**src/hdl/assert_macros.svh**
```systemverilog
// Assertion macros used by the queue of the penalty contact core RTL.
`ifndef ASSERT_MACROS_SVH
`define ASSERT_MACROS_SVH

// same-cycle implication
`define ASSERT_IMPLIES(lbl, clk, rstn, ante, cons) \
  lbl: assert property (@(posedge clk) disable iff (!rstn) (ante) |-> (cons)) \
    else $error("assertion failed");

// next-cycle implication
`define ASSERT_NEXT(lbl, clk, rstn, ante, cons) \
  lbl: assert property (@(posedge clk) disable iff (!rstn) (ante) |=> (cons)) \
    else $error("assertion failed");

`endif

```
**src/hdl/pcf_pkg.sv**
```systemverilog
// Types, constants and fixed-point helpers for the penalty contact core.
package pcf_pkg;

  localparam int CFG_IDX_W  = 2;
  localparam int CFG_DATA_W = 32;
  localparam int FIFO_DEPTH = 2;
  localparam int CBRT_BITS  = 21;
  localparam int SQRT_BITS  = 32;
  localparam int DIV_BITS   = 32;

  localparam logic [CFG_IDX_W-1:0] CFG_NORMAL_STIFFNESS     = 2'd0;
  localparam logic [CFG_IDX_W-1:0] CFG_TANGENTIAL_STIFFNESS = 2'd1;
  localparam logic [CFG_IDX_W-1:0] CFG_FRICTION_COEFFICIENT = 2'd2;
  localparam logic [CFG_IDX_W-1:0] CFG_TIME_STEP            = 2'd3;

  localparam logic [31:0] KN_RESET = 32'd65536;
  localparam logic [31:0] KT_RESET = 32'd65536;
  localparam logic [31:0] MU_RESET = 32'd19661;
  localparam logic [31:0] DT_RESET = 32'd66;

  typedef logic signed [65:0] w_t;
  typedef logic [2:0][31:0]   vec_t;
  typedef logic [2:0][65:0]   wvec_t;

  localparam w_t QMAX = 66'sd2147483647;
  localparam w_t QMIN = -66'sd2147483648;

  typedef struct packed {
    logic              query_valid;
    logic signed [31:0] signed_distance;
    logic signed [31:0] normal_x;
    logic signed [31:0] normal_y;
    logic signed [31:0] normal_z;
    logic signed [31:0] body_vel_x;
    logic signed [31:0] body_vel_y;
    logic signed [31:0] body_vel_z;
    logic [30:0]        particle_volume;
    logic signed [31:0] prev_tang_x;
    logic signed [31:0] prev_tang_y;
    logic signed [31:0] prev_tang_z;
  } in_word_t;

  typedef struct packed {
    logic              in_contact;
    logic signed [31:0] force_x;
    logic signed [31:0] force_y;
    logic signed [31:0] force_z;
    logic signed [31:0] new_tang_x;
    logic signed [31:0] new_tang_y;
    logic signed [31:0] new_tang_z;
  } out_word_t;

  typedef struct packed {
    logic [31:0] kn;
    logic [31:0] kt;
    logic [31:0] mu;
    logic [31:0] dt;
  } cfg_t;

  // classified particle, front to back
  typedef struct packed {
    logic        contact;
    logic [31:0] pen;
    vec_t        n;
    vec_t        v;
    vec_t        prev;
  } fq_t;

  function automatic logic signed [32:0] sext33(logic [31:0] a);
    return {a[31], a};
  endfunction

  function automatic logic signed [32:0] zext33(logic [31:0] a);
    return {1'b0, a};
  endfunction

  function automatic w_t mulw(logic signed [32:0] a, logic signed [32:0] b);
    return w_t'(a) * w_t'(b);
  endfunction

  // floor of x / 2^16
  function automatic w_t fl16(w_t x);
    return x >>> 16;
  endfunction

  function automatic logic [31:0] sat32(w_t x);
    logic [31:0] r;
    if (x > QMAX) begin
      r = 32'h7FFF_FFFF;
    end else if (x < QMIN) begin
      r = 32'h8000_0000;
    end else begin
      r = x[31:0];
    end
    return r;
  endfunction

endpackage

```
**src/hdl/pcf_fifo.sv**
```systemverilog
// Short queue between the classifying front end and the force back end.
`include "assert_macros.svh"

module pcf_fifo #(
  parameter int DEPTH = pcf_pkg::FIFO_DEPTH
) (
  input  logic         clk_i,
  input  logic         rst_ni,
  input  logic         push_i,
  input  pcf_pkg::fq_t data_i,
  input  logic         pop_i,
  output pcf_pkg::fq_t data_o,
  output logic         empty_o,
  output logic         full_o
);

  localparam int PW = (DEPTH > 1) ? $clog2(DEPTH) : 1;
  localparam int CW = $clog2(DEPTH + 1);

  pcf_pkg::fq_t  mem_q [0:DEPTH-1];
  logic [PW-1:0] wr_q, rd_q;
  logic [CW-1:0] cnt_q;
  logic          do_push;

  assign empty_o = (cnt_q == '0);
  assign full_o  = (cnt_q == CW'(DEPTH));
  assign do_push = push_i && (!full_o || pop_i);
  assign data_o  = mem_q[rd_q];

  function automatic logic [PW-1:0] nxt_ptr(logic [PW-1:0] p);
    return (p == PW'(DEPTH - 1)) ? '0 : p + PW'(1);
  endfunction

  always_ff @(posedge clk_i) begin
    if (do_push) begin
      mem_q[wr_q] <= data_i;
    end
  end

  always_ff @(posedge clk_i or negedge rst_ni) begin
    if (!rst_ni) begin
      wr_q  <= '0;
      rd_q  <= '0;
      cnt_q <= '0;
    end else begin
      if (do_push) begin
        wr_q <= nxt_ptr(wr_q);
      end
      if (pop_i) begin
        rd_q <= nxt_ptr(rd_q);
      end
      if (do_push && !pop_i) begin
        cnt_q <= cnt_q + CW'(1);
      end else if (pop_i && !do_push) begin
        cnt_q <= cnt_q - CW'(1);
      end
    end
  end

  `ASSERT_IMPLIES(a_no_overflow, clk_i, rst_ni, push_i, !full_o || pop_i)
  `ASSERT_NEXT(a_push_fills, clk_i, rst_ni, push_i, !empty_o)
  `ASSERT_NEXT(a_idle_stays_empty, clk_i, rst_ni, empty_o && !push_i, empty_o)

endmodule

```
**config.mk**
```make
export PLATFORM = sky130hd
export DESIGN_NAME = pcf_fifo
export DESIGN_NICKNAME = d
export VERILOG_FILES = /design/src/hdl/pcf_pkg.sv /design/src/hdl/pcf_fifo.sv
export VERILOG_INCLUDE_DIRS = /design/src /design/src/hdl
export SDC_FILE = /design/constraint.sdc
export NUM_CORES = 1
export LEC_CHECK = 0
export BUFFER_PORTS_ARGS = -buffer_cell sky130_fd_sc_hd__buf_2
export CAP_MARGIN = 20
export CORE_AREA = 2 2 251 253
export CTS_CLUSTER_SIZE = 16
export DETAILED_ROUTE_END_ITERATION = 8
export DIE_AREA = 0 0 253 255
export GPL_TIMING_DRIVEN = 1
export SLEW_MARGIN = 20
export SYNTH_ARGS = -nofsm -noshare
export SYNTH_HDL_FRONTEND = slang
export SYNTH_SLANG_ARGS = --single-unit
```
**constraint.sdc**
```tcl
create_clock -name clk_i -period 19.5 [get_ports clk_i]
set_clock_uncertainty 0.05 [all_clocks]
set_input_delay 1.95 -clock clk_i [delete_from_list [all_inputs] [get_ports clk_i]]
set_output_delay 1.95 -clock clk_i [all_outputs]
set_load 0.01 [all_outputs]
```
== Yosys cells after proc, flatten, opt, wreduce, memory -nomap -nowiden ==
Memory sizes are Yosys's and may differ from the RTL's.
Index checks and enable logic that the tools add are counted.
Word-level totals
  register bits: 4
  memory bits (writable): 642
  input port bits: 325
  output and inout port bits: 323
  logic and storage cells: 24
  memories: 1
Operators by class
  add/sub/neg operators: 4
  equal/unequal tests: 1
  muxes and demuxes: 6
  reduce and logical (&&, ||, !) cells: 9
Memory list
  mem_q: depth 2, width 321, rd ports 1, clocked after Yosys merged registers in 0, write ports 1, RTL line pcf_fifo.sv:20  | pcf_pkg::fq_t mem_q [0:DEPTH-1];
Operator list (number)
  two-way mux 1 bit: 4
  two-way mux 2 bit: 2
  logical AND 1 bit: 3
  zero test 1 bit: 3
  adder 1 bit, second input constant: 2
  adder 2 x 1 -> 2 bit, second input constant: 1
  == test 2 bit, second input constant: 1
  zero test 2 bit: 1
  nonzero test 2 bit: 1
  subtractor 2 x 1 -> 2 bit, second input constant: 1
  logical OR 1 bit: 1

== Logic depth before layout (Yosys ltp) ==
Gate-level depths: netlist (run 1).
  depth after elaboration: 8
  depth in mapped cells: 7
  depth with buffers taken out: 7

== Least setup slack after synthesis (run 1) ==
OpenSTA, ideal clock, no wires.
  path kind: input port to flip-flop
  from: input pop_i
  to: memory mem_q[0][0] (netlist name) (enable)
  setup time: 1.012 ns
  data arrival time: 15.528 ns
  setup slack: 2.910 ns
  stages: 3
  path buffers: 0
  path through: inv_1 a21bo_2 nor2_1
On the way
  word-level cells in the longest chain between the ends: 4
Ends and longest elaborated chain
  from (decl): RTL line pcf_fifo.sv:11  | input logic pop_i,
  logical OR 1 bit: RTL line pcf_fifo.sv:27  | assign do_push = push_i && (!full_o || pop_i);
  logical AND 1 bit: RTL line pcf_fifo.sv:27
  two-way mux 1 bit: RTL line pcf_fifo.sv:35  | if (do_push) begin
  two-way mux 1 bit (implied by the code): RTL line pcf_fifo.sv:36  | mem_q[wr_q] <= data_i;
  to (decl): RTL line pcf_fifo.sv:20
No other way between the ends.

==> results of run 1 <==
-- kinds of logic (layout without fill, tap and decap cells) --
kind of cell,Yosys count,after routing,share of synthesized area
muxes,321,321,0.1594
DFF,646,646,0.8206
adders and majority gates,1,1,0.0005297
buffers and inverters,39,785,0.01632
xor gates and xnor gates,5,5,0.001855
other,0,7,0
and+or+nand+nor,5,5,0.0009006
AOI/OAI and AO/OA,1,1,0.0004239
-- per-layer routing --
| layer | up-vias | global-route usage | wire [um] |
|---|---|---|---|
| met2 | 384 | 0.2812 | 28500 |
| li1 | 5485 | - | - |
| met3 | 94 | 0.05065 | 4152 |
| met4 | 14 | 0.06340 | 1389 |
| met5 | - | 0 | 92 |
| met1 | 6052 | 0.1749 | 19770 |
-- sequential cells by signal, indices dropped and copies added (netlist names) --
register  flops
mem_q       642
cnt_q         2
rd_q          1
wr_q          1
-- cell type report --
| class | count | area share |
|---|---|---|
| clock buffers | 87 | 0.06161 |
| clock inverters | 35 | 0.01029 |
| multi-input cells | 333 | 0.1298 |
| repair buffers | 660 | 0.1132 |
| well taps | 799 | 0.03355 |
| inverters | 3 | 0.0003780 |
| diodes | 7 | 0.0005879 |
| flip-flops and latches | 646 | 0.6506 |
-- worst min-delay path by stage --
stage	from	endpoint	slack, ns	cells after the start
global placement	cnt_q[1]	cnt_q[1]	0.43	1
CTS	cnt_q[1]	cnt_q[1]	0.44	1
finish	cnt_q[1]	cnt_q[1]	0.44	1
detailed placement	cnt_q[1]	cnt_q[1]	0.43	1
global route	cnt_q[1]	cnt_q[1]	0.47	1
floorplan	cnt_q[1]	cnt_q[1]	0.41	1
-- cells in the final DEF (no fill, tap or decap) --
cell,instances
a21bo_2,1
buf_12,3
buf_2,647
buf_4,10
bufinv_16,4
clkbuf_1,15
clkbuf_16,70
clkbuf_8,2
clkinv_1,13
clkinv_2,11
clkinv_4,2
clkinv_8,3
clkinvlp_4,1
dfrtp_1,3
dfrtp_4,1
diode_2,7
edfxtp_1,642
ha_1,1
inv_1,3
inv_6,1
mux2_1,8
mux2_2,273
mux2_4,40
nor2_1,2
nor2_4,2
nor2b_1,1
xnor2_1,2
xor2_1,3
-- critical path, delay by kind of cell (launching register included) --
| kind | cells | cell delay, ns |
|---|---|---|
| buffers and inverters | 3 | 1.94 |
| flip-flops | 1 | 0.93 |
| multiplexers | 1 | 0.42 |
-- power by group --
part | switching, mW | internal, mW
clock network | 0.515 | 0.721
registers | 0.0786 | 1.88
logic | 0.724 | 0.567
total | 1.32 | 3.16
==> results.md, run 1 <==
* R2r endpoint: mem_q[1][198]
* Startpoint types: register
* DRT Wirelength at approximately 54000 um
* Reg2reg setup slack at 15.84 ns
* Nets at between 2000 and 2500
* CTS tree: yes
* CP max stage cell: dfrtp_4
* Total GRT Usage at 0.1578
* WS Path Type: reg -> out
* Min Tclk post-route at approximately 6 ns
* Leak pwr at approximately 11 nW
* Crit end category: output pin
* Placed insts at 2440
* Die width at approximately 250 um
* Design Power at 4.482 mW
* Crit-path max FO at 66
* Sequential share of the synthesized area at 0.8206
* Row count at 92
* Vias in the first global route at 12410
* Hold Vio Cnt, Final at 0
* Post-synth top cells: edfxtp_1 (642), mux2_2 (273), mux2_4 (40)
* Critical Path End: data_o[80]
* Outcome: finished clean
* Worst Path Required at 17.50 ns
* Multi-input logic area at 3867 um2
* PwrDens at about 150 nW/um2
* FFs w/ async S/R, synth at 0.006192
* Max_cap viols at 0
* ANT nets after route at 0
* RSZ-0062 raised after global routing: no
* Die area at 64520 um2
* Yosys top cell area share at 0.8163
* Via density at 4.681
* Syn Std Cell Area at 23620 um2
* Initial antenna violation count at 15
* Final Util at 0.4793
* Yosys warning count at 0
* Reg area at between 15000 and 20000 um2
* Reg2Reg Depth at 5
* Routed vias at 12030
* Synth top area cells: edfxtp_1 (82%), mux2_2 (13%), mux2_4 (2.5%), buf_6 (1.5%), dfrtp_1 (0.42%)
* H-tree Lvls at 3
* CTS buffer count at 69
* Worst-case clock buffer depth at 3
* Die H at 255 um
* CP max stage delay at 0.93 ns
* Cell mode on critical path: buf_4
* Post-route setup TNS at 0 ns
* Hold buffers post-CTS at 0
* CP Launch Point: rd_q
* DRT Pass-1 Iters at 4
* Post-CTS Setup Bufs at 0
* Post-Syn Instances at between 1000 and 1500
* Maximum VDD drop at approximately 0.15 mV
* Io pins at approximately 650
* Gp weighted congestion at 0.7977
* 1st-iter DRT viols at 685
* Yosys reg bits at between 600 and 700
* Finish-stage setup viols at 0
* Dominant cell type by area after synthesis: edfxtp_1
* Max Fclk at 166.3 MHz
* Netlist cell types at 14
* Fin. max-slew vios at 0
* Share of layout cells above drive strength 1 at 0.6071
* Mean post-synth cell area at 23.20 um2
* Area of the core at 62160 um2
* Reg-to-Reg Start: cnt_q[1]
* Area after DPL at 27610 um2
* GRT Residual Overflow at 0
* Max-slew headroom at 0.2775
* IO buf count at 647
* First-pass GRT wire length at around 76000 um
* Post-synth EDFFs at 642
* CTS Root Cell: clkbuf_16
* Finished Layout Cells at 2570
* Filler cells at 5314
* Worst-Skew Late Latency at 0.58 ns
* Remaining DRCs at 0
* HPWL Detailed at between 30000 and 40000 um
* Initial Utilization at 0.3799
* Most frequent cell after synthesis: edfxtp_1
* Worst Tran Pin Value at 1.084 ns
* Syn_nets at 1344
* Fin crit share at 0.3084
* Drt wl/cell at 20.97 um
* Pre-CTS WS at around 14 ns
* Largest net degree at the start of global routing at 140
* Cell Chain, Critical Path: buf_4 > buf_4 > mux2_2 > buf_2
* Final Instance Area at 29790 um2
* Synth Flop Type: edfxtp_1
* Final setup margin at ~13 ns
* Area Growth Syn to Fin at 26.16%
* Critical Path AT at 4.01 ns
* Clock sinks at around 650
* Hold Slack at ~0.44 ns
* Min-delay worst type: reg -> reg
* CTS resizes at 0
* CTS clk-pin slew, worst paths at roughly 0.06 ns
Note: power is estimated with default switching activity, not from simulation.
==> inputs of run 2 (changes only) <==
- CORE_AREA: 2 2 251 253 -> 2 2 248 250
- DIE_AREA: 0 0 253 255 -> 0 0 250 252
- PLACE_DENSITY: unset -> 0.65
- clock period: 19.5 -> 5.05 ns (I/O delays scaled with it)
==> results.md, run 2 (synthesis gave the netlist of run 1 again) <==
* Area of the core at 60130 um2 (-3.3%)
* Crit end category: output pin
* Routed vias at 12100 (+0.60%)
* Largest net degree at the start of global routing at 102 (-27%)
* Multi-input logic area at 3881 um2 (+0.36%)
* Die H at 252 um (-1.2%)
* Max Fclk at between 300 and 400 MHz
* Final Util at 0.4959 (+0.01657)
* Initial Utilization at 0.3927 (+0.01281)
* Top Registers: mem_q (642), cnt_q (2)
* 1st-iter DRT viols at 727 (+6.1%)
* CP max stage delay at 0.97 ns (+0.04 ns)
* Gp weighted congestion at 0.8362 (+4.8%)
* CTS tree: yes
* CTS buffer count at 68 (-1.4%)
* Fin crit share at 0.6437
* CTS Root Cell: clkbuf_16
* Area Growth Syn to Fin at 26.26% (about the same)
* IO buf count at 647 (unchanged)
* Reg area at 19380 um2 (unchanged)
* Max-slew headroom at 0.4398 (+0.1623)
* DRT Pass-1 Iters at 5 (+1)
* Max_cap viols at 0 (unchanged)
* Hold buffers post-CTS at 1 (+1)
* Reg-to-Reg Start: cnt_q[1]
* PwrDens at 575.3 nW/um2 (+280%)
* HPWL Detailed at 36290 um (-1.7%)
* Fin. max-slew vios at 0 (unchanged)
* Via density at 4.727 (+0.99%)
* Largest register FFs at 642 (unchanged)
* CTS clk-pin slew, worst paths at 0.06 ns (about the same)
* Crit-path max FO at 73 (+11%)
* Vias in the first global route at 12730 (+2.6%)
* Row count at 90 (-2.2%)
* CP Launch Point: rd_q
* Die area at 63000 um2 (-2.3%)
* Worst-case clock buffer depth at 3 (unchanged)
* Critical Path AT at 2.70 ns (-1.31 ns)
* Remaining DRCs at 0 (unchanged)
* Leak pwr at 11.23 nW (+0.22%)
* Finish-stage setup viols at 0 (unchanged)
* Reg2Reg Depth at 4 (-1)
* Post-route setup TNS at 0 ns (unchanged)
* Reg2reg setup slack at 2.57 ns (-13.27 ns)
* R2r endpoint: mem_q[0][145]
* Most frequent cells in the layout: buf_2 (647), edfxtp_1 (642), mux2_2 (273)
* Critical Path End: data_o[53]
* Maximum VDD drop at 0.4035 mV (+170%)
* Io pins at 648 (unchanged)
* WS Path Type: reg -> out
* Clock sinks at 646 (unchanged)
* Min-delay worst type: in -> reg
* Hold Slack at 0.05108 ns (-0.3889 ns)
* Post-CTS Setup Bufs at 0 (unchanged)
* Initial antenna violation count at 13 (-2)
* Most flop-heavy register: mem_q
* Worst Tran Pin Value at 0.8402 ns (-0.2435 ns)
* H-tree Lvls at 3 (unchanged)
* First-pass GRT wire length at 77000 um (+1.6%)
* CP max stage cell: dfrtp_4
* Share of layout cells above drive strength 1 at 0.6096 (+0.002462)
* Worst-Skew Late Latency at 0.58 ns (about the same)
* Filler cells at 4985 (-6.2%)
* Cell Chain, Critical Path: buf_12 > mux2_2 > buf_2
* Drt wl/cell at 20.70 um (-1.3%)
* Die width at 250 um (-1.2%)
* DRT Wirelength at 53000 um (-1.7%)
* ANT nets after route at 0 (unchanged)
* Outcome: finished clean
* Worst Path Required at 4.49 ns (-13.01 ns)
* RSZ-0062 raised after global routing: no
* Nets at 2047 (+0.39%)
* Hold Vio Cnt, Final at 0 (unchanged)
* Min Tclk post-route at ~3.3 ns
* Total GRT Usage at 0.1616 (+0.003827)
* GRT Residual Overflow at 0 (unchanged)
* CTS resizes at 0 (unchanged)
* Commonest non-fill, non-tap cell in the layout: buf_2
* Hold_sp: data_i[166]
* Startpoint types: register
[run 2: cell types whose count changed in the layout (fill, tap and decap cells not counted), sizes merged]
cell,before,now
buf,660,668
bufinv,4,2
clkbuf,87,85
clkinv,29,28
clkinvlp,1,2
diode,7,8
dlygate4sd3,0,1
inv,4,5
[run 2: metal layers]
layer | part of all wire | track usage
met3 | 0.068 | 0.04467
met2 | 0.52 | 0.2799
met5 | 0.00098 | 0
met4 | 0.035 | 0.07665
met1 | 0.38 | 0.1864
[run 2: power by group]
| part | switching [mW] | internal (mW) |
|---|---|---|
| Sequential | 0.328 | 7.23 |
| Clock | 1.96 | 2.65 |
| Combinational | 2.76 | 2.23 |
| Total | 5.04 | 12.1 |
[run 2: how the worst min path moves through the flow]
stage	to	slack [ns]	cells after the start
2_1_floorplan	cnt_q[0]	0.16	0
5_1_grt	mem_q[0][147]	0.02	1
3_3_place_gp	rd_q	0.27	1
4_1_cts	mem_q[0][166]	0.007	1
6_report	mem_q[0][166]	0.05	1
3_5_place_dp	rd_q	0.27	1
[run 2: through the flow]
step	cell area [um2]	std cells	power [mW]	setup slack, ns
3_3_place_gp	27730	2432	12.65	2.402
3_5_place_dp	27730	2432	12.73	2.386
2_1_floorplan	23650	1018	10.99	-0.9193
6_report	29820	2560	17.16	1.800
4_1_cts	29800	2552	17.39	1.728
5_1_grt	29820	2560	17.92	1.640
[run 2: cell type report]
class | instances | share of cell area
Antenna cell | 8 | 0.0006714
Clock buffer | 85 | 0.06063
Timing Repair Buffer | 669 | 0.1167
Sequential cell | 646 | 0.6500
Multi-Input combinational cell | 333 | 0.1302
Clock inverter | 34 | 0.008518
Inverter | 3 | 0.0004616
Tap cell | 782 | 0.03281
[run 2: critical path: cells and delay by family, from the launching register on]
kind,cells,cell delay (ns)
flops,1,0.97
buf+inv,2,0.58
mux,1,0.40
==> inputs of run 3 (changes only) <==
- CORE_AREA: 2 2 248 250 -> 2 2 251 253
- DIE_AREA: 0 0 250 252 -> 0 0 253 255
- PLACE_DENSITY: 0.65 -> unset
- clock period: 5.05 -> 3.14 ns (I/O delays scaled with it)
==> results.md, run 3 (synthesis gave the netlist of run 1 again) <==
* Reg-to-Reg Start: cnt_q[1]
* Io pins at 648 (unchanged)
* Maximum VDD drop at 0.5920 mV (+47%)
* Largest net degree at the start of global routing at 94 (-7.8%)
* Worst Tran Pin Value at 0.6102 ns (-0.2300 ns)
* Crit end category: output pin
* 1st-iter DRT viols at 607 (-17%)
* Multi-input logic area at 3881 um2 (unchanged)
* Vias in the first global route at 14500 (+14%)
* Row count at 92 (+2.2%)
* Crit-path max FO at 36 (-51%)
* Commonest non-fill, non-tap cell in the layout: buf_2
* Min-delay worst type: in -> reg
* Fin crit share at 0.8398
* Fin. max-slew vios at 0 (unchanged)
* DRT Pass-1 Iters at 4 (-1)
* Most flop-heavy register: mem_q
* Max_cap viols at 0 (unchanged)
* First-pass GRT wire length at 82620 um (+7.3%)
* Area Growth Syn to Fin at 41.07%
* Reg2Reg Depth at 5 (+1)
* RSZ-0062 raised after global routing: no
* Via density at 4.594 (-2.8%)
* Final setup margin at 0.5030 ns (-1.297 ns)
* Worst-Skew Late Latency at 0.58 ns (about the same)
* Outcome: finished clean
* IO buf count at 647 (unchanged)
* Total GRT Usage at 0.1694 (+0.007756)
* Gp weighted congestion at 0.8252 (-1.3%)
* CTS clk-pin slew, worst paths at 0.06 ns (about the same)
* CTS buffer count at 68 (unchanged)
* GRT Residual Overflow at 0 (unchanged)
* Largest register FFs at 642 (unchanged)
* Reg area at 19380 um2 (unchanged)
* HPWL Detailed at 38780 um (+6.9%)
* H-tree Lvls at 3 (unchanged)
* CP Launch Point: rd_q
* Die H at 255 um (+1.2%)
* PwrDens at 854.9 nW/um2 (+49%)
* Worst Path Required at 2.78 ns (-1.71 ns)
* Post-CTS Setup Bufs at 0 (unchanged)
* Min Tclk post-route at ~2.6 ns
* Share of layout cells above drive strength 1 at 0.5154 (-0.09421)
* Critical Path AT at 2.27 ns (-0.43 ns)
* Leak pwr at 12.69 nW (+13%)
* Initial antenna violation count at 3 (-10)
* R2r endpoint: mem_q[1][189]
* Die area at 64520 um2 (+2.4%)
* Pre-CTS WS at 1.052 ns (-1.334 ns)
* Final Util at 0.5360 (+0.04009)
* Die width at 253 um (+1.2%)
* Most frequent cells in the layout: buf_2 (647), edfxtp_1 (642), dlygate4sd3_1 (324)
* Filler cells at 4996 (+0.22%)
* Max Fclk at approximately 380 MHz
* Routed vias at 13380 (+11%)
* Critical Path End: data_o[86]
* DRT Wirelength at 57370 um (+8.2%)
* Remaining DRCs at 0 (unchanged)
* Max-slew headroom at 0.5932 (+0.1534)
* Top Registers: mem_q (642), cnt_q (2)
* WS Path Type: reg -> out
* CTS Root Cell: clkbuf_16
* Hold Vio Cnt, Final at 0 (unchanged)
* Reg2reg setup slack at 1.04 ns (-1.53 ns)
* ANT nets after route at 0 (unchanged)
* Startpoint types: register
* Drt wl/cell at 19.69 um (-4.9%)
* Finish-stage setup viols at 0 (unchanged)
* CTS tree: yes
* Worst-case clock buffer depth at 3 (unchanged)
* Clock sinks at 646 (unchanged)
* Nets at 2383 (+16%)
* Area of the core at 62160 um2 (+3.4%)
* Initial Utilization at 0.3799 (-0.01281)
[run 3: cell count changes in the layout (fill, tap and decap cells not counted), sizes merged]
cell / delta
clkinv: +2
dlygate4sd3: +323
clkbuf: +3
inv: -1
buf: +13
clkinvlp: -1
diode: -5
bufinv: +2
[run 3: worst min path at each step]
stage / from / endpoint / slack (ns) / depth (start not counted)
after floorplan: rst_ni / cnt_q[0] / -0.03 / 0
after global placement: rst_ni / cnt_q[0] / 0.08 / 1
after detailed placement: rst_ni / cnt_q[0] / 0.08 / 1
after CTS: push_i / mem_q[1][239] / 0.16 / 3
after global routing: push_i / mem_q[1][276] / 0.18 / 3
final: push_i / wr_q / 0.21 / 4
[run 3: worst max-delay path: stages (launching register included)]
cell and delay, ns:
dfrtp_4 0.60, buf_12 0.25, buf_12 0.25, mux2_2 0.37, buf_2 0.14
[run 3: cell type report]
cell class | instances | share of cell area
diodes | 3 | 0.0002253
multi-input cells | 333 | 0.1165
well taps | 799 | 0.03001
flip-flops and latches | 646 | 0.5818
clock inverters | 36 | 0.009089
repair buffers | 1005 | 0.2075
clock buffers | 88 | 0.05461
inverters | 3 | 0.0003380
[run 3: timing repair]
action,CTS,global route
gates resized for setup,0,0
hold buffers,324,0
hold endpoints to repair,647,0
setup endpoints to repair,0,0
[run 3: report_power, final]
group / internal (mW) / leakage [nW] / total, mW / switching (mW)
logic: 4.04 / 5.62 / 8.82 / 4.77
registers: 11.6 / 6.04 / 12.0 / 0.419
clock network: 4.44 / 1.03 / 7.63 / 3.20
total: 20.1 / 12.7 / 28.5 / 8.39
[run 3: metal layers]
layer	GRT usage	share of wire
met1	0.1836	0.36
met2	0.3037	0.53
met3	0.04444	0.063
met4	0.09079	0.046
met5	0	0
[run 3: metrics by stage]
stage	setup TNS [ns]	instances	instance area (um2)	power, mW	hold WS (ns)
final	0	2913	33320	28.48	0.2086
after floorplan	-1812.96	1018	23650	17.68	-0.03159
after global placement	0	2462	27940	20.67	0.07969
after global routing	0	2913	33320	29.75	0.1834
after detailed placement	0	2462	27940	20.80	0.07963
after CTS	0	2910	33310	28.89	0.1611
